--- src/sv/polyline_uniform_resampler_assert.svh ---
// ----------------------------------------------------------------------------
// polyline_uniform_resampler_assert
// assertion macros shared by the resampler modules
// ----------------------------------------------------------------------------
`ifndef POLYLINE_UNIFORM_RESAMPLER_ASSERT_SVH
`define POLYLINE_UNIFORM_RESAMPLER_ASSERT_SVH

// same-cycle implication, clocked on clk_i, off during reset
`define PUR_ASSERT_NOW(label, ante, cons, msg) \
  label: assert property (@(posedge clk_i) disable iff (!rst_ni) (ante) |-> (cons)) \
    else $error(msg);

// next-cycle implication
`define PUR_ASSERT_NEXT(label, ante, cons, msg) \
  label: assert property (@(posedge clk_i) disable iff (!rst_ni) (ante) |=> (cons)) \
    else $error(msg);

`endif

--- src/sv/pur_pkg.sv ---
// ----------------------------------------------------------------------------
// pur_pkg
// types, constants and command codes of the polyline uniform resampler
// ----------------------------------------------------------------------------
package pur_pkg;

  localparam int unsigned MAX_RUN       = 64;
  localparam int unsigned FRACTION_BITS = 16;
  localparam int unsigned RATIO_BITS    = 30;
  localparam int unsigned INTERVAL_W    = 21;
  localparam int unsigned RUN_W         = $clog2(MAX_RUN + 1);

  localparam longint unsigned ONE_METRE = 64'd1 << FRACTION_BITS;
  localparam logic [INTERVAL_W-1:0] INTERVAL_RESET = INTERVAL_W'((ONE_METRE + 5) / 10);
  // shortest segment kept, and closing distance, in length units
  localparam logic [32:0] SKIP_LIMIT  = 33'((ONE_METRE + 999999) / 1000000);
  localparam logic [32:0] CLOSE_LIMIT = 33'(ONE_METRE / 1000);

  typedef struct packed {
    logic signed [31:0] vertex_x;
    logic signed [31:0] vertex_y;
    logic               final_vertex;
  } in_word_t;

  typedef struct packed {
    logic signed [31:0] point_x;
    logic signed [31:0] point_y;
    logic               run_end;
    logic               dropped_points;
  } out_word_t;

  typedef enum logic [4:0] {
    CMD_NONE,
    CMD_LOAD,
    CMD_FIRST,
    CMD_MAG_SEG,
    CMD_MAG_CLS,
    CMD_SQR,
    CMD_SQRT_INIT,
    CMD_SQRT,
    CMD_NO_SAMPLE,
    CMD_DIVC_INIT,
    CMD_DIVC,
    CMD_COUNT,
    CMD_RAT_INIT,
    CMD_RAT,
    CMD_LX_INIT,
    CMD_LX,
    CMD_LX_DONE,
    CMD_LY_INIT,
    CMD_LY,
    CMD_LY_DONE,
    CMD_PUSH,
    CMD_CLOSE,
    CMD_FLUSH
  } cmd_e;

  typedef enum logic [4:0] {
    ST_IDLE,
    ST_FIRST,
    ST_MAG,
    ST_SQR,
    ST_SQRT_INIT,
    ST_SQRT,
    ST_CHECK,
    ST_DIVC_INIT,
    ST_DIVC,
    ST_COUNT,
    ST_RAT_INIT,
    ST_RAT,
    ST_LX_INIT,
    ST_LX,
    ST_LX_DONE,
    ST_LY_INIT,
    ST_LY,
    ST_LY_DONE,
    ST_PUSH,
    ST_CLOSE_CHK,
    ST_CLOSE,
    ST_FLUSH
  } state_e;

  typedef struct packed {
    logic last;        // iteration counter at zero
    logic skip;        // segment too short
    logic off_le_len;  // a sample falls on the segment
    logic far;         // final vertex away from last point
    logic slot_ok;     // a point may be pushed
    logic open;
    logic fin;
    logic run_last;    // one sample left
  } sts_t;

endpackage

--- src/sv/polyline_uniform_resampler.sv ---
// ----------------------------------------------------------------------------
// polyline_uniform_resampler
// resamples a 2-D polyline into points evenly spaced along its arc length
// ----------------------------------------------------------------------------
//   channel   direction  handshake                word
//   vertex    in         in_valid_i / in_stall_o  pur_pkg::in_word_t
//   point     out        out_valid_o / out_stall_i pur_pkg::out_word_t
//   interval  in         cfg_we_i                 cfg_data_i
//
// first vertex of a path: emitted without the squares; later vertex: squares,
// the 33-step square root and the end, plus the count division and, per
// emitted point, a 31-step ratio division and two products
// a final vertex adds the closing distance, and its point if it is emitted
// reset clears path state and sets the interval to 0.1 m
// a stalled output holds the next point back and pauses the sequencer
// ----------------------------------------------------------------------------
module polyline_uniform_resampler (
  input  logic                           clk_i,
  input  logic                           rst_ni,
  input  logic                           in_valid_i,
  output logic                           in_stall_o,
  input  pur_pkg::in_word_t              in_word_i,
  output logic                           out_valid_o,
  input  logic                           out_stall_i,
  output pur_pkg::out_word_t             out_word_o,
  input  logic                           cfg_we_i,
  input  logic [pur_pkg::INTERVAL_W-1:0] cfg_data_i
);

  pur_pkg::cmd_e cmd;
  pur_pkg::sts_t sts;

  pur_ctrl u_ctrl (
    .clk_i      (clk_i),
    .rst_ni     (rst_ni),
    .in_valid_i (in_valid_i),
    .in_stall_o (in_stall_o),
    .sts_i      (sts),
    .cmd_o      (cmd)
  );

  pur_dpath u_dpath (
    .clk_i       (clk_i),
    .rst_ni      (rst_ni),
    .cmd_i       (cmd),
    .sts_o       (sts),
    .in_word_i   (in_word_i),
    .cfg_we_i    (cfg_we_i),
    .cfg_data_i  (cfg_data_i),
    .out_valid_o (out_valid_o),
    .out_stall_i (out_stall_i),
    .out_word_o  (out_word_o)
  );

endmodule

--- src/sv/pur_ctrl.sv ---
// ----------------------------------------------------------------------------
// pur_ctrl
// sequencer of the resampler: steps the datapath through one vertex
// ----------------------------------------------------------------------------
module pur_ctrl (
  input  logic             clk_i,
  input  logic             rst_ni,
  input  logic             in_valid_i,
  output logic             in_stall_o,
  input  pur_pkg::sts_t    sts_i,
  output pur_pkg::cmd_e    cmd_o
);

  pur_pkg::state_e state_q, state_d;
  logic            cls_q, cls_d;

  always_ff @(posedge clk_i or negedge rst_ni) begin
    if (!rst_ni) begin
      state_q <= pur_pkg::ST_IDLE;
      cls_q   <= 1'b0;
    end else begin
      state_q <= state_d;
      cls_q   <= cls_d;
    end
  end

  always_comb begin
    state_d    = state_q;
    cls_d      = cls_q;
    cmd_o      = pur_pkg::CMD_NONE;
    in_stall_o = 1'b1;
    case (state_q)
      pur_pkg::ST_IDLE: begin
        in_stall_o = 1'b0;
        if (in_valid_i) begin
          cmd_o   = pur_pkg::CMD_LOAD;
          cls_d   = 1'b0;
          state_d = pur_pkg::ST_MAG;
        end
      end
      pur_pkg::ST_MAG: begin
        if (!sts_i.open) begin
          state_d = pur_pkg::ST_FIRST;
        end else begin
          cmd_o   = cls_q ? pur_pkg::CMD_MAG_CLS : pur_pkg::CMD_MAG_SEG;
          state_d = pur_pkg::ST_SQR;
        end
      end
      pur_pkg::ST_FIRST: begin
        if (sts_i.slot_ok) begin
          cmd_o   = pur_pkg::CMD_FIRST;
          state_d = pur_pkg::ST_FLUSH;
        end
      end
      pur_pkg::ST_SQR: begin
        cmd_o = pur_pkg::CMD_SQR;
        if (sts_i.last) state_d = pur_pkg::ST_SQRT_INIT;
      end
      pur_pkg::ST_SQRT_INIT: begin
        cmd_o   = pur_pkg::CMD_SQRT_INIT;
        state_d = pur_pkg::ST_SQRT;
      end
      pur_pkg::ST_SQRT: begin
        cmd_o = pur_pkg::CMD_SQRT;
        if (sts_i.last) state_d = cls_q ? pur_pkg::ST_CLOSE_CHK : pur_pkg::ST_CHECK;
      end
      pur_pkg::ST_CHECK: begin
        if (!sts_i.skip && sts_i.off_le_len) begin
          state_d = pur_pkg::ST_DIVC_INIT;
        end else begin
          if (!sts_i.skip) cmd_o = pur_pkg::CMD_NO_SAMPLE;
          cls_d   = sts_i.fin;
          state_d = sts_i.fin ? pur_pkg::ST_MAG : pur_pkg::ST_FLUSH;
        end
      end
      pur_pkg::ST_DIVC_INIT: begin
        cmd_o   = pur_pkg::CMD_DIVC_INIT;
        state_d = pur_pkg::ST_DIVC;
      end
      pur_pkg::ST_DIVC: begin
        cmd_o = pur_pkg::CMD_DIVC;
        if (sts_i.last) state_d = pur_pkg::ST_COUNT;
      end
      pur_pkg::ST_COUNT: begin
        cmd_o   = pur_pkg::CMD_COUNT;
        state_d = pur_pkg::ST_RAT_INIT;
      end
      pur_pkg::ST_RAT_INIT: begin
        cmd_o   = pur_pkg::CMD_RAT_INIT;
        state_d = pur_pkg::ST_RAT;
      end
      pur_pkg::ST_RAT: begin
        cmd_o = pur_pkg::CMD_RAT;
        if (sts_i.last) state_d = pur_pkg::ST_LX_INIT;
      end
      pur_pkg::ST_LX_INIT: begin
        cmd_o   = pur_pkg::CMD_LX_INIT;
        state_d = pur_pkg::ST_LX;
      end
      pur_pkg::ST_LX: begin
        cmd_o = pur_pkg::CMD_LX;
        if (sts_i.last) state_d = pur_pkg::ST_LX_DONE;
      end
      pur_pkg::ST_LX_DONE: begin
        cmd_o   = pur_pkg::CMD_LX_DONE;
        state_d = pur_pkg::ST_LY_INIT;
      end
      pur_pkg::ST_LY_INIT: begin
        cmd_o   = pur_pkg::CMD_LY_INIT;
        state_d = pur_pkg::ST_LY;
      end
      pur_pkg::ST_LY: begin
        cmd_o = pur_pkg::CMD_LY;
        if (sts_i.last) state_d = pur_pkg::ST_LY_DONE;
      end
      pur_pkg::ST_LY_DONE: begin
        cmd_o   = pur_pkg::CMD_LY_DONE;
        state_d = pur_pkg::ST_PUSH;
      end
      pur_pkg::ST_PUSH: begin
        if (sts_i.slot_ok) begin
          cmd_o = pur_pkg::CMD_PUSH;
          if (sts_i.run_last) begin
            cls_d   = sts_i.fin;
            state_d = sts_i.fin ? pur_pkg::ST_MAG : pur_pkg::ST_FLUSH;
          end else begin
            state_d = pur_pkg::ST_RAT_INIT;
          end
        end
      end
      pur_pkg::ST_CLOSE_CHK: begin
        state_d = sts_i.far ? pur_pkg::ST_CLOSE : pur_pkg::ST_FLUSH;
      end
      pur_pkg::ST_CLOSE: begin
        if (sts_i.slot_ok) begin
          cmd_o   = pur_pkg::CMD_CLOSE;
          state_d = pur_pkg::ST_FLUSH;
        end
      end
      pur_pkg::ST_FLUSH: begin
        if (sts_i.slot_ok) begin
          cmd_o   = pur_pkg::CMD_FLUSH;
          state_d = pur_pkg::ST_IDLE;
        end
      end
      default: state_d = pur_pkg::ST_IDLE;
    endcase
  end

`include "polyline_uniform_resampler_assert.svh"

  `PUR_ASSERT_NEXT(a_accept_leaves_idle, in_valid_i && !in_stall_o, state_q != pur_pkg::ST_IDLE, "vertex taken but controller stayed idle")
  `PUR_ASSERT_NOW(a_push_needs_slot, cmd_o == pur_pkg::CMD_PUSH || cmd_o == pur_pkg::CMD_FLUSH, sts_i.slot_ok, "point pushed with no free slot")
  `PUR_ASSERT_NOW(a_busy_stalls, state_q != pur_pkg::ST_IDLE, in_stall_o, "vertex input open while busy")

endmodule

--- src/sv/pur_dpath.sv ---
// ----------------------------------------------------------------------------
// pur_dpath
// resampler datapath: squares, square root, dividers, interpolation, output
// ----------------------------------------------------------------------------
module pur_dpath (
  input  logic                               clk_i,
  input  logic                               rst_ni,
  input  pur_pkg::cmd_e                      cmd_i,
  output pur_pkg::sts_t                      sts_o,
  input  pur_pkg::in_word_t                  in_word_i,
  input  logic                               cfg_we_i,
  input  logic [pur_pkg::INTERVAL_W-1:0]     cfg_data_i,
  output logic                               out_valid_o,
  input  logic                               out_stall_i,
  output pur_pkg::out_word_t                 out_word_o
);

  localparam int unsigned IW = pur_pkg::INTERVAL_W;
  localparam int unsigned RB = pur_pkg::RATIO_BITS;

  logic [IW-1:0]        int_q, iv;
  logic signed [31:0]   vx_q, vy_q, prev_x_q, prev_y_q, emit_x_q, emit_y_q;
  logic signed [31:0]   px_q, py_q, pend_x_q, pend_y_q;
  logic                 fin_q, open_q, drop_q, pend_v_q, out_valid_q;
  logic [IW-1:0]        off_q;
  logic [33:0]          t_q;
  logic [pur_pkg::RUN_W-1:0] nsamp_q;
  logic [5:0]           cnt_q;
  logic [32:0]          ax_q, ay_q;
  logic                 sx_q, sy_q;
  logic [65:0]          acc_q;
  logic [34:0]          srem_q;
  logic [32:0]          root_q;
  logic [32:0]          dq_q;
  logic [33:0]          drem_q;
  pur_pkg::out_word_t   out_q;

  logic signed [31:0]   ox, oy, lerp_base, lerp_res;
  logic signed [32:0]   dxs, dys;
  logic [32:0]          mul_a;
  logic [16:0]          mul_b;
  logic                 mul_sh;
  logic [49:0]          prod;
  logic [65:0]          prod_ext;
  logic [36:0]          s_cur, s_trial;
  logic [33:0]          c_cur;
  logic                 c_ge, r_ge, lerp_neg;
  logic [33:0]          r_diff;
  logic [pur_pkg::RUN_W-1:0] cap;
  logic [31:0]          q32;
  logic                 slot_free, out_load;

  assign iv = (int_q == '0) ? IW'(1) : int_q;

  always_ff @(posedge clk_i or negedge rst_ni) begin
    if (!rst_ni) begin
      int_q <= pur_pkg::INTERVAL_RESET;
    end else if (cfg_we_i) begin
      int_q <= cfg_data_i;
    end
  end

  // segment or closing distance operands
  assign ox  = (cmd_i == pur_pkg::CMD_MAG_CLS) ? emit_x_q : prev_x_q;
  assign oy  = (cmd_i == pur_pkg::CMD_MAG_CLS) ? emit_y_q : prev_y_q;
  assign dxs = {vx_q[31], vx_q} - {ox[31], ox};
  assign dys = {vy_q[31], vy_q} - {oy[31], oy};

  // shared 33x17 multiplier
  always_comb begin
    mul_a  = ax_q;
    mul_b  = ax_q[16:0];
    mul_sh = 1'b0;
    case (cmd_i)
      pur_pkg::CMD_SQR: begin
        mul_a  = cnt_q[1] ? ax_q : ay_q;
        mul_sh = ~cnt_q[0];
        if (cnt_q[1]) mul_b = cnt_q[0] ? ax_q[16:0] : {1'b0, ax_q[32:17]};
        else          mul_b = cnt_q[0] ? ay_q[16:0] : {1'b0, ay_q[32:17]};
      end
      pur_pkg::CMD_LX, pur_pkg::CMD_LY: begin
        mul_a  = (cmd_i == pur_pkg::CMD_LX) ? ax_q : ay_q;
        mul_sh = ~cnt_q[0];
        mul_b  = cnt_q[0] ? dq_q[16:0] : {3'b0, dq_q[30:17]};
      end
      default: mul_b = ax_q[16:0];
    endcase
  end

  assign prod     = mul_a * mul_b;
  assign prod_ext = mul_sh ? {prod[48:0], 17'b0} : {16'b0, prod};

  // square root digit step
  assign s_cur   = {srem_q, acc_q[65:64]};
  assign s_trial = {2'b0, root_q, 2'b01};

  // count divider step
  assign c_cur = {drem_q[32:0], dq_q[32]};
  assign c_ge  = c_cur >= {13'b0, iv};

  // ratio divider step
  assign r_ge   = drem_q >= {1'b0, root_q};
  assign r_diff = drem_q - {1'b0, root_q};

  assign cap = fin_q ? pur_pkg::RUN_W'(pur_pkg::MAX_RUN - 1) : pur_pkg::RUN_W'(pur_pkg::MAX_RUN);

  // interpolation result
  assign q32       = acc_q[RB+31:RB];
  assign lerp_neg  = (cmd_i == pur_pkg::CMD_LX_DONE) ? sx_q : sy_q;
  assign lerp_base = (cmd_i == pur_pkg::CMD_LX_DONE) ? prev_x_q : prev_y_q;
  assign lerp_res  = lerp_neg ? lerp_base - $signed(q32) : lerp_base + $signed(q32);

  assign slot_free = !out_valid_q || !out_stall_i;
  assign out_load  = pend_v_q && (cmd_i == pur_pkg::CMD_FIRST || cmd_i == pur_pkg::CMD_PUSH ||
                     cmd_i == pur_pkg::CMD_CLOSE || cmd_i == pur_pkg::CMD_FLUSH);

  always_ff @(posedge clk_i or negedge rst_ni) begin
    if (!rst_ni) begin
      prev_x_q    <= '0;
      prev_y_q    <= '0;
      emit_x_q    <= '0;
      emit_y_q    <= '0;
      off_q       <= pur_pkg::INTERVAL_RESET;
      open_q      <= 1'b0;
      pend_v_q    <= 1'b0;
      out_valid_q <= 1'b0;
      drop_q      <= 1'b0;
      cnt_q       <= '0;
      nsamp_q     <= '0;
    end else begin
      if (out_load) out_valid_q <= 1'b1;
      else if (out_valid_q && !out_stall_i) out_valid_q <= 1'b0;
      if (cnt_q != '0 && (cmd_i == pur_pkg::CMD_SQR || cmd_i == pur_pkg::CMD_SQRT ||
          cmd_i == pur_pkg::CMD_DIVC || cmd_i == pur_pkg::CMD_RAT ||
          cmd_i == pur_pkg::CMD_LX || cmd_i == pur_pkg::CMD_LY)) begin
        cnt_q <= cnt_q - 6'd1;
      end
      case (cmd_i)
        pur_pkg::CMD_LOAD: drop_q <= 1'b0;
        pur_pkg::CMD_FIRST: begin
          off_q    <= iv;
          open_q   <= 1'b1;
          emit_x_q <= vx_q;
          emit_y_q <= vy_q;
          pend_v_q <= 1'b1;
        end
        pur_pkg::CMD_MAG_SEG, pur_pkg::CMD_MAG_CLS: cnt_q <= 6'd3;
        pur_pkg::CMD_SQRT_INIT: cnt_q <= 6'd32;
        pur_pkg::CMD_NO_SAMPLE: off_q <= off_q - root_q[IW-1:0];
        pur_pkg::CMD_DIVC_INIT: cnt_q <= 6'd32;
        pur_pkg::CMD_COUNT: begin
          off_q <= iv - drem_q[IW-1:0];
          if (dq_q >= 33'(cap)) begin
            nsamp_q <= cap;
            drop_q  <= 1'b1;
          end else begin
            nsamp_q <= pur_pkg::RUN_W'(dq_q) + pur_pkg::RUN_W'(1);
          end
        end
        pur_pkg::CMD_RAT_INIT: cnt_q <= 6'(RB);
        pur_pkg::CMD_LX_INIT, pur_pkg::CMD_LY_INIT: cnt_q <= 6'd1;
        pur_pkg::CMD_PUSH: begin
          nsamp_q  <= nsamp_q - pur_pkg::RUN_W'(1);
          emit_x_q <= px_q;
          emit_y_q <= py_q;
          pend_v_q <= 1'b1;
        end
        pur_pkg::CMD_CLOSE: begin
          emit_x_q <= vx_q;
          emit_y_q <= vy_q;
          pend_v_q <= 1'b1;
        end
        pur_pkg::CMD_FLUSH: begin
          pend_v_q <= 1'b0;
          prev_x_q <= vx_q;
          prev_y_q <= vy_q;
          if (fin_q) open_q <= 1'b0;
        end
        default: ;
      endcase
    end
  end

  // payload and datapath registers (no reset)
  always_ff @(posedge clk_i) begin
    if (out_load) begin
      out_q.point_x        <= pend_x_q;
      out_q.point_y        <= pend_y_q;
      out_q.run_end        <= (cmd_i == pur_pkg::CMD_FLUSH);
      out_q.dropped_points <= drop_q;
    end
    case (cmd_i)
      pur_pkg::CMD_LOAD: begin
        vx_q  <= in_word_i.vertex_x;
        vy_q  <= in_word_i.vertex_y;
        fin_q <= in_word_i.final_vertex;
      end
      pur_pkg::CMD_FIRST, pur_pkg::CMD_CLOSE: begin
        pend_x_q <= vx_q;
        pend_y_q <= vy_q;
      end
      pur_pkg::CMD_PUSH: begin
        pend_x_q <= px_q;
        pend_y_q <= py_q;
        t_q      <= t_q + {13'b0, iv};
      end
      pur_pkg::CMD_MAG_SEG, pur_pkg::CMD_MAG_CLS: begin
        ax_q  <= dxs[32] ? 33'(-dxs) : 33'(dxs);
        ay_q  <= dys[32] ? 33'(-dys) : 33'(dys);
        sx_q  <= dxs[32];
        sy_q  <= dys[32];
        acc_q <= '0;
      end
      pur_pkg::CMD_SQR, pur_pkg::CMD_LX, pur_pkg::CMD_LY: acc_q <= acc_q + prod_ext;
      pur_pkg::CMD_SQRT_INIT: begin
        srem_q <= '0;
        root_q <= '0;
      end
      pur_pkg::CMD_SQRT: begin
        if (s_cur >= s_trial) begin
          srem_q <= 35'(s_cur - s_trial);
          root_q <= {root_q[31:0], 1'b1};
        end else begin
          srem_q <= s_cur[34:0];
          root_q <= {root_q[31:0], 1'b0};
        end
        acc_q <= {acc_q[63:0], 2'b00};
      end
      pur_pkg::CMD_DIVC_INIT: begin
        dq_q   <= root_q - {12'b0, off_q};
        drem_q <= '0;
      end
      pur_pkg::CMD_DIVC: begin
        drem_q <= c_ge ? c_cur - {13'b0, iv} : c_cur;
        dq_q   <= {dq_q[31:0], c_ge};
      end
      pur_pkg::CMD_COUNT: t_q <= {13'b0, off_q};
      pur_pkg::CMD_RAT_INIT: begin
        drem_q <= t_q;
        dq_q   <= '0;
      end
      pur_pkg::CMD_RAT: begin
        drem_q <= r_ge ? {r_diff[32:0], 1'b0} : {drem_q[32:0], 1'b0};
        dq_q   <= {dq_q[31:0], r_ge};
      end
      pur_pkg::CMD_LX_INIT, pur_pkg::CMD_LY_INIT: acc_q <= 66'(64'd1 << (RB - 1));
      pur_pkg::CMD_LX_DONE: px_q <= lerp_res;
      pur_pkg::CMD_LY_DONE: py_q <= lerp_res;
      default: ;
    endcase
  end

  always_comb begin
    sts_o.last       = (cnt_q == '0);
    sts_o.skip       = root_q < pur_pkg::SKIP_LIMIT;
    sts_o.off_le_len = {12'b0, off_q} <= root_q;
    sts_o.far        = root_q > pur_pkg::CLOSE_LIMIT;
    sts_o.slot_ok    = !pend_v_q || slot_free;
    sts_o.open       = open_q;
    sts_o.fin        = fin_q;
    sts_o.run_last   = (nsamp_q == pur_pkg::RUN_W'(1));
  end

  assign out_valid_o = out_valid_q;
  assign out_word_o  = out_q;

`include "polyline_uniform_resampler_assert.svh"

  `PUR_ASSERT_NOW(a_run_bounded, 1'b1, nsamp_q <= pur_pkg::RUN_W'(pur_pkg::MAX_RUN), "sample run above limit")
  `PUR_ASSERT_NEXT(a_count_nonzero, cmd_i == pur_pkg::CMD_COUNT, nsamp_q != '0, "segment with sample gave empty run")
  `PUR_ASSERT_NEXT(a_flush_empties, cmd_i == pur_pkg::CMD_FLUSH, !pend_v_q, "pending point left after vertex end")

endmodule

--- config.mk ---
export PLATFORM = sky130hd
export DESIGN_NAME = polyline_uniform_resampler
export DESIGN_NICKNAME = d
export VERILOG_FILES = /design/src/sv/pur_pkg.sv /design/src/sv/polyline_uniform_resampler.sv /design/src/sv/pur_ctrl.sv /design/src/sv/pur_dpath.sv
export VERILOG_INCLUDE_DIRS = /design/src /design/src/sv
export SDC_FILE = /design/constraint.sdc
export NUM_CORES = 2
export LEC_CHECK = 0
export ABC_CLOCK_PERIOD_IN_PS = 33600
export BUFFER_PORTS_ARGS = -buffer_cell sky130_fd_sc_hd__buf_2
export CORE_ASPECT_RATIO = 0.75
export CORE_UTILIZATION = 60
export DETAILED_ROUTE_END_ITERATION = 8
export HOLD_SLACK_MARGIN = 0.15
export PLACE_DENSITY = 0.77
export REMOVE_ABC_BUFFERS = 1
export SYNTH_ARGS = -nofsm -noshare
export SYNTH_HDL_FRONTEND = slang
export SYNTH_SLANG_ARGS = --single-unit
--- constraint.sdc ---
create_clock -name clk_i -period 33.6 [get_ports clk_i]
set_clock_uncertainty 0.05 [all_clocks]
set_input_delay 1.68 -clock clk_i [delete_from_list [all_inputs] [get_ports clk_i]]
set_output_delay 1.68 -clock clk_i [all_outputs]
set_load 0.02 [all_outputs]
-- Word level (Yosys, flattened, before mapping)
Index checks and enable logic that the tools add are counted.
- bits in registers: 755
- word-level logic and storage cells: 243
- input port bits: 91
- equality and inequality tests: 58
- add/subtract/negate cells: 17
- reduce and logical (&&, ||, !) cells: 46
- magnitude comparators: 7
- multiplexer cells: 76
- bitwise operators: 1
- multiply operators: 1
- operators with widths (cell ; count):
    $pmux 66 s4 ; 1
    $pmux 5 s21 ; 2
    $mux 32 ; 6
    $pmux 34 s4 ; 1
    $pmux 33 s2 ; 2
    $pmux 33 s4 ; 1
    $pmux 32 s2 ; 2
    $mux 5 ; 19
    $eq 5x4->1 const B ; 16
    $pmux 35 s2 ; 1
    $mux 17 ; 4
    $mux 34 ; 2
    $pmux 34 s2 ; 1
    $add 66x66->66 ; 1
    $mux 33 ; 2
    $mux 66 ; 1
    $neg 33->33 ; 2
    $sub 32x32->33 ; 2
    $eq 5x5->1 const B ; 13
    $pmux 21 s3 ; 1
    $mul 33x17->50 ; 1
    $sub 21x21->21 ; 2
    $eq 5x3->1 const B ; 8
    $ge 37x35->1 ; 1
    other kinds (51) ; 114

-- Logic depth before layout (Yosys ltp)
- word-level depth: 14
- depth in mapped cells: 48
- mapped depth without buffers: 45

-- By module
From an unflattened synthesis, not the netlist that was laid out.
- cell total of the unflattened synthesis: 7654
- area, all modules: 70303.7 µm²
- modules (own cells, without submodules) (module ; area an instance (µm²) ; times used ; cells an instance ; sequential area each (µm²)):
    pur_dpath ; 69357.8 ; 1 ; 7520 ; 21573.2
    pur_ctrl ; 945.9 ; 1 ; 134 ; 150.1

-- Least setup slack after synthesis
No wires, ideal clock.
- path type: flip-flop to flip-flop
- from: reg u_dpath.cnt_q[0]
- to: reg u_dpath.acc_q[65] (data pin)
- cell stages (with the launch flop): 45
- path slack: 22.600 ns
- buffers on the path: 5
- arrival: 10.682 ns
- cell sequence: dfrtp_1 > buf_1 > buf_2 > buf_2 > mux2_2 > a32o_1 > a21oi_1 > clkbuf_1 > nor2_1 > fa_1 > inv_1 > fa_1 > fa_1 > inv_1 > fa_1 > fa_1 > inv_1 > fa_1 > (+9 left out) > a311oi_1 > o31a_1 > xnor2_1 > o21ai_0 > ha_1 > clkbuf_1 > nand2_1 > o21a_1 > a21oi_1 > nor2_1 > or2_2 > a21o_1 > a21oi_1 > a41oi_1 > o41ai_1 > nand2_1 > xor2_1 > o21ai_0
- longest elaborated chain between the ends: 7
- elaborated cells between the ends (all ways): 11
- classes of those cells: add/sub (1); mul (1); mux (8); bitwise (1)
- RTL lines (item ; RTL line ; text):
    from (decl) ; pur_dpath.sv:28 ; logic [5:0] cnt_q;
    from (signal assigned) ; pur_dpath.sv:136 ; cnt_q <= cnt_q - 6'd1;
    from (signal assigned) ; pur_dpath.sv:160 ; pur_pkg::CMD_RAT_INIT: cnt_q <= 6'(RB);
    $mux 17 (on tied branches) ; pur_dpath.sv:79, pur_dpath.sv:78 ;
    $mux 17 ; pur_dpath.sv:78 ; if (cnt_q[1]) mul_b = cnt_q[0] ? ax_q[16:0] : {1'b0, ax_q[32:17]};
    $pmux 17 s2 ; pur_dpath.sv:74 ; case (cmd_i)
    $mul 33x17->50 ; pur_dpath.sv:90 ; assign prod = mul_a * mul_b;
    $mux 66 (*) ; pur_dpath.sv:91 ; assign prod_ext = mul_sh ? {prod[48:0], 17'b0} : {16'b0, prod};
    $add 66x66->66 (*) ; pur_dpath.sv:214 ; pur_pkg::CMD_SQR, pur_pkg::CMD_LX, pur_pkg::CMD_LY: acc_q <= acc_q + prod_ext;
    $pmux 66 s4 (*) ; pur_dpath.sv:192 ; case (cmd_i)
    to (signal assigned) ; pur_dpath.sv:214 ;
    to (signal assigned) ; pur_dpath.sv:227 ; acc_q <= {acc_q[63:0], 2'b00};
    to (signal assigned) ; pur_dpath.sv:246 ; pur_pkg::CMD_LX_INIT, pur_pkg::CMD_LY_INIT: acc_q <= 66'(64'd1 << (RB - 1));
    to (decl) ; pur_dpath.sv:31 ; logic [65:0] acc_q;
Every way passes the cells marked *; elsewhere a longest branch is shown, timed or not.
A chain may end at the register's enable or synchronous reset.

-- Worst setup path after layout
- from: reg u_ctrl.state_q[3]
- to: reg u_dpath.acc_q[56] (data pin)
- longest elaborated chain between the ends: 9
- elaborated cells between the ends (all ways): 42
- classes of those cells: add/sub (1); mul (1); eq/ne (28); mux (7); reduce/logical (5)
- RTL lines (item ; RTL line ; text):
    from (decl) ; pur_ctrl.sv:14 ; pur_pkg::state_e state_q, state_d;
    from (signal assigned) ; pur_ctrl.sv:19 ; state_q <= pur_pkg::ST_IDLE;
    from (signal assigned) ; pur_ctrl.sv:22 ; state_q <= state_d;
    $eq 5x5->1 (tied with other cells) ; pur_ctrl.sv:32 ; case (state_q)
    $pmux 5 s21 (*) ; pur_ctrl.sv:32 ;
    $eq 5x4->1 or $eq 5x5->1 (tied branches) ; pur_dpath.sv:74, pur_dpath.sv:82, pur_dpath.sv:192 ;
    $mux 33 or $reduce_or 2->1 (tied branches) ; pur_dpath.sv:82, pur_dpath.sv:74 ;
    $pmux 33 s2 or $pmux 17 s2 (tied branches) ; pur_dpath.sv:74 ;
    $mul 33x17->50 ; pur_dpath.sv:90 ;
    $mux 66 ; pur_dpath.sv:91 ;
    $add 66x66->66 ; pur_dpath.sv:214 ;
    $pmux 66 s4 (*) ; pur_dpath.sv:192 ;
Marked as above.

==> impl_metrics.yaml <==
cts:
  clkSlewWorstSetupHoldPaths_ns: 0.07
  h-tree-depth: 3
  cts_buffer_depth: 3
  cts_buffers: 80
  cts-root-buf: "clkbuf_16"
  insertion_delay_ns: 0.72
  post-cts-setup-buffer-count: 0
  clkSinkCount: 755
  ctsHoldBuffers: 0
  cts_resized: 0
  cts_tree: "yes"
synthesis:
  ys_types: 100
  netlist.area_leader.share: 0.249
  synth.area.top_cells: "edfxtp_1 (25%), fa_1 (14%), ha_1 (8.7%)"
  synth_top_area_cell: "edfxtp_1"
  async_flop_share: 0.256
  synth_ff_type: "edfxtp_1"
  ys_ff_latch: 755
  yosys_warnings: 0
  syn_inst: 7192
  netlist_area_um2: 67900
  avgSynthCellArea_um2: 9.44
  ys_seq_area_frac: 0.320
  yosysMostFrequentCell: "nand2_1"
  synth_edf_count: 562
  netlist_top_cells_count: "nand2_1 (983), inv_1 (797), edfxtp_1 (562)"
timing:
  max_freq_mhz: 76.4
  fin_crit_sh: 0.390
  grt_setup_unrepaired: "false"
  hold_violations: 0
  setup-tns-final_ns: 0
  fin_crit_ns: 13.09
  hold_ws_ns: 0.365
  setup_violations: 0
  worst_pin_slew_ns: 1.27
  relSlewSlack: 0.146
  fin_ws_ns: 20.51
  drv_slew: 0
worst_hold_path:
  worstHoldPathType: "reg2reg"
worst_setup_path:
  cpMaxStageDelayCell: "dfrtp_1"
  cp_common_cell: "fa_1"
  crit_fanout: 82
  cp.arrival_ns: 13.47
  cp_slowest_stage_delay_ns: 0.85
  startpoint_type: "flip-flop"
  crit_path_end_kind: "flip-flop"
  critPathKind: "reg2reg"
  cp_data_required_time_ns: 33.98
cells_and_area:
  multi_input_area_um2: 42100
  area_growth_pct: 7.27
  ff_latch_area_um2: 21700
  final_core_util: 0.651
  fin_nets: 8220
  drive_above_1_share: 0.0927
  fillers: 8890
floorplanning:
  num_rows: 106
  core_um2: 112000
  die-area_um2: 114000
  ios: 159
  initial_core_util: 0.607
  die_h_um: 293
  die_w_um: 390
place:
  place_congestion: 1.06
  post-place-ws_ns: 20.87
  port_buffers: 158
  place_hpwl_um: 163000
global_routing:
  first_global_vias: 53042
  grt_pass1_wl_um: 318000
  grt_usage: 0.365
  grt-ovfl-total: 0
  grt_max_degree: 83
  antenna_found_initial: 4
drt:
  vias_per_cell: 6.35
  dr_total_vias: 55631
  drt_iter0_markers: 7587
  post_drt_wl_per_cell_um: 24.0
  drc: 0
  wl_um: 211000
  first_pass_iters: 8
  antenna_left: 0
job:
  cap_viol_max_count: 0
run_status:
  outcome: "complete, no violations"
==> through the flow <==
step                cell area, um^2  cells
finish                        72800   8764
global route                  72800   8762
CTS                           72800   8761
detailed placement            70000   8612
global placement              70000   8612
floorplan                     66700   6882
==> worst paths after layout <==
kind,from,end,slack [ns],cells past startpoint
hold / removal,u_dpath.pend_x_q[25]$_DFFE_PP_,u_dpath.out_word_o[59]$_DFFE_PP_,0.37,0
hold reg to reg,u_dpath.pend_x_q[25]$_DFFE_PP_,u_dpath.out_word_o[59]$_DFFE_PP_,0.37,0
setup reg to reg,u_ctrl.state_q[3]$_DFFE_PN0P_,u_dpath.acc_q[56]$_DFFE_PP_,20.51,40
setup / recovery,u_ctrl.state_q[3]$_DFFE_PN0P_,u_dpath.acc_q[56]$_DFFE_PP_,20.51,40
min in group asynchronous,rst_ni,u_dpath.off_q[18]$_DFFE_PN0P_,0.90,1
max in group asynchronous,rst_ni,u_dpath.emit_y_q[0]$_DFFE_PN0P_,30.22,3
==> layout by cell type, fill, tap and decap left out, types with 60 or more instances in the layout <==
master     synthesis  final
mux2i_1          135    134
nand2b_1          61     61
clkbuf_16          0     81
a21o_1           162    161
nor2b_1           61     61
edfxtp_1         562    562
dfrtp_1          179    178
nand2_1          983    980
fa_1             474    474
nor2_1           530    524
nand3_1           98     97
buf_2             20    158
o21ai_0          369    369
nor3_1            75     69
buf_4              2     60
a31oi_1           62     62
inv_1            797    796
ha_1             472    472
xnor2_1          285    285
mux2_2           202    202
a21oi_1          426    425
xor2_1           170    170
and2_1            75     75
==> flip-flops by register name (all words and copies together), names as in the netlist, 33 cells and up <==
name / count
u_dpath.acc_q: 66
u_dpath.out_word_o: 66
u_dpath.srem_q: 35
u_dpath.drem_q: 34
u_dpath.t_q: 34
u_dpath.ax_q: 33
u_dpath.ay_q: 33
u_dpath.dq_q: 33
u_dpath.root_q: 33
==> layer usage <==
layer	vias up	global-route usage	part of all wire
met5	-	0.00761	0.00076
li1	24586	-	-
met1	27238	0.550	0.43
met4	4	0.104	0.031
met3	375	0.127	0.14
met2	3428	0.490	0.40
==> cell families after synthesis <==
| family | share of synthesized area |
|---|---|
| AND/OR/NAND/NOR | 0.138 |
| buffers and inverters | 0.0618 |
| multiplexers | 0.0584 |
| adder cells (fa/ha/maj) | 0.227 |
| XOR/XNOR | 0.0587 |
| AO/OA/AOI/OAI | 0.137 |
| flip-flops | 0.320 |
==> cell type report <==
class	count	share of cell area
multi-input cells	5329	0.578
flip-flops and latches	755	0.298
inverters	798	0.0411
clock buffers	102	0.0296
well taps	1512	0.0260
repair buffers	219	0.0172
clock inverters	47	0.00916
diodes	2	0.0000688
==> worst max-delay path, delay by kind of cell (launching register included) <==
kind | cells | cell delay, ns
AOI/OAI and AO/OA | 19 | 4.66
xor gates and xnor gates | 2 | 0.47
DFF | 1 | 0.85
buffers and inverters | 5 | 1.34
adders and majority gates | 8 | 3.81
and+or+nand+nor | 6 | 1.54
Power is not shown: default switching activity piles up to over one toggle a cycle in this logic, so the estimate is an artifact.
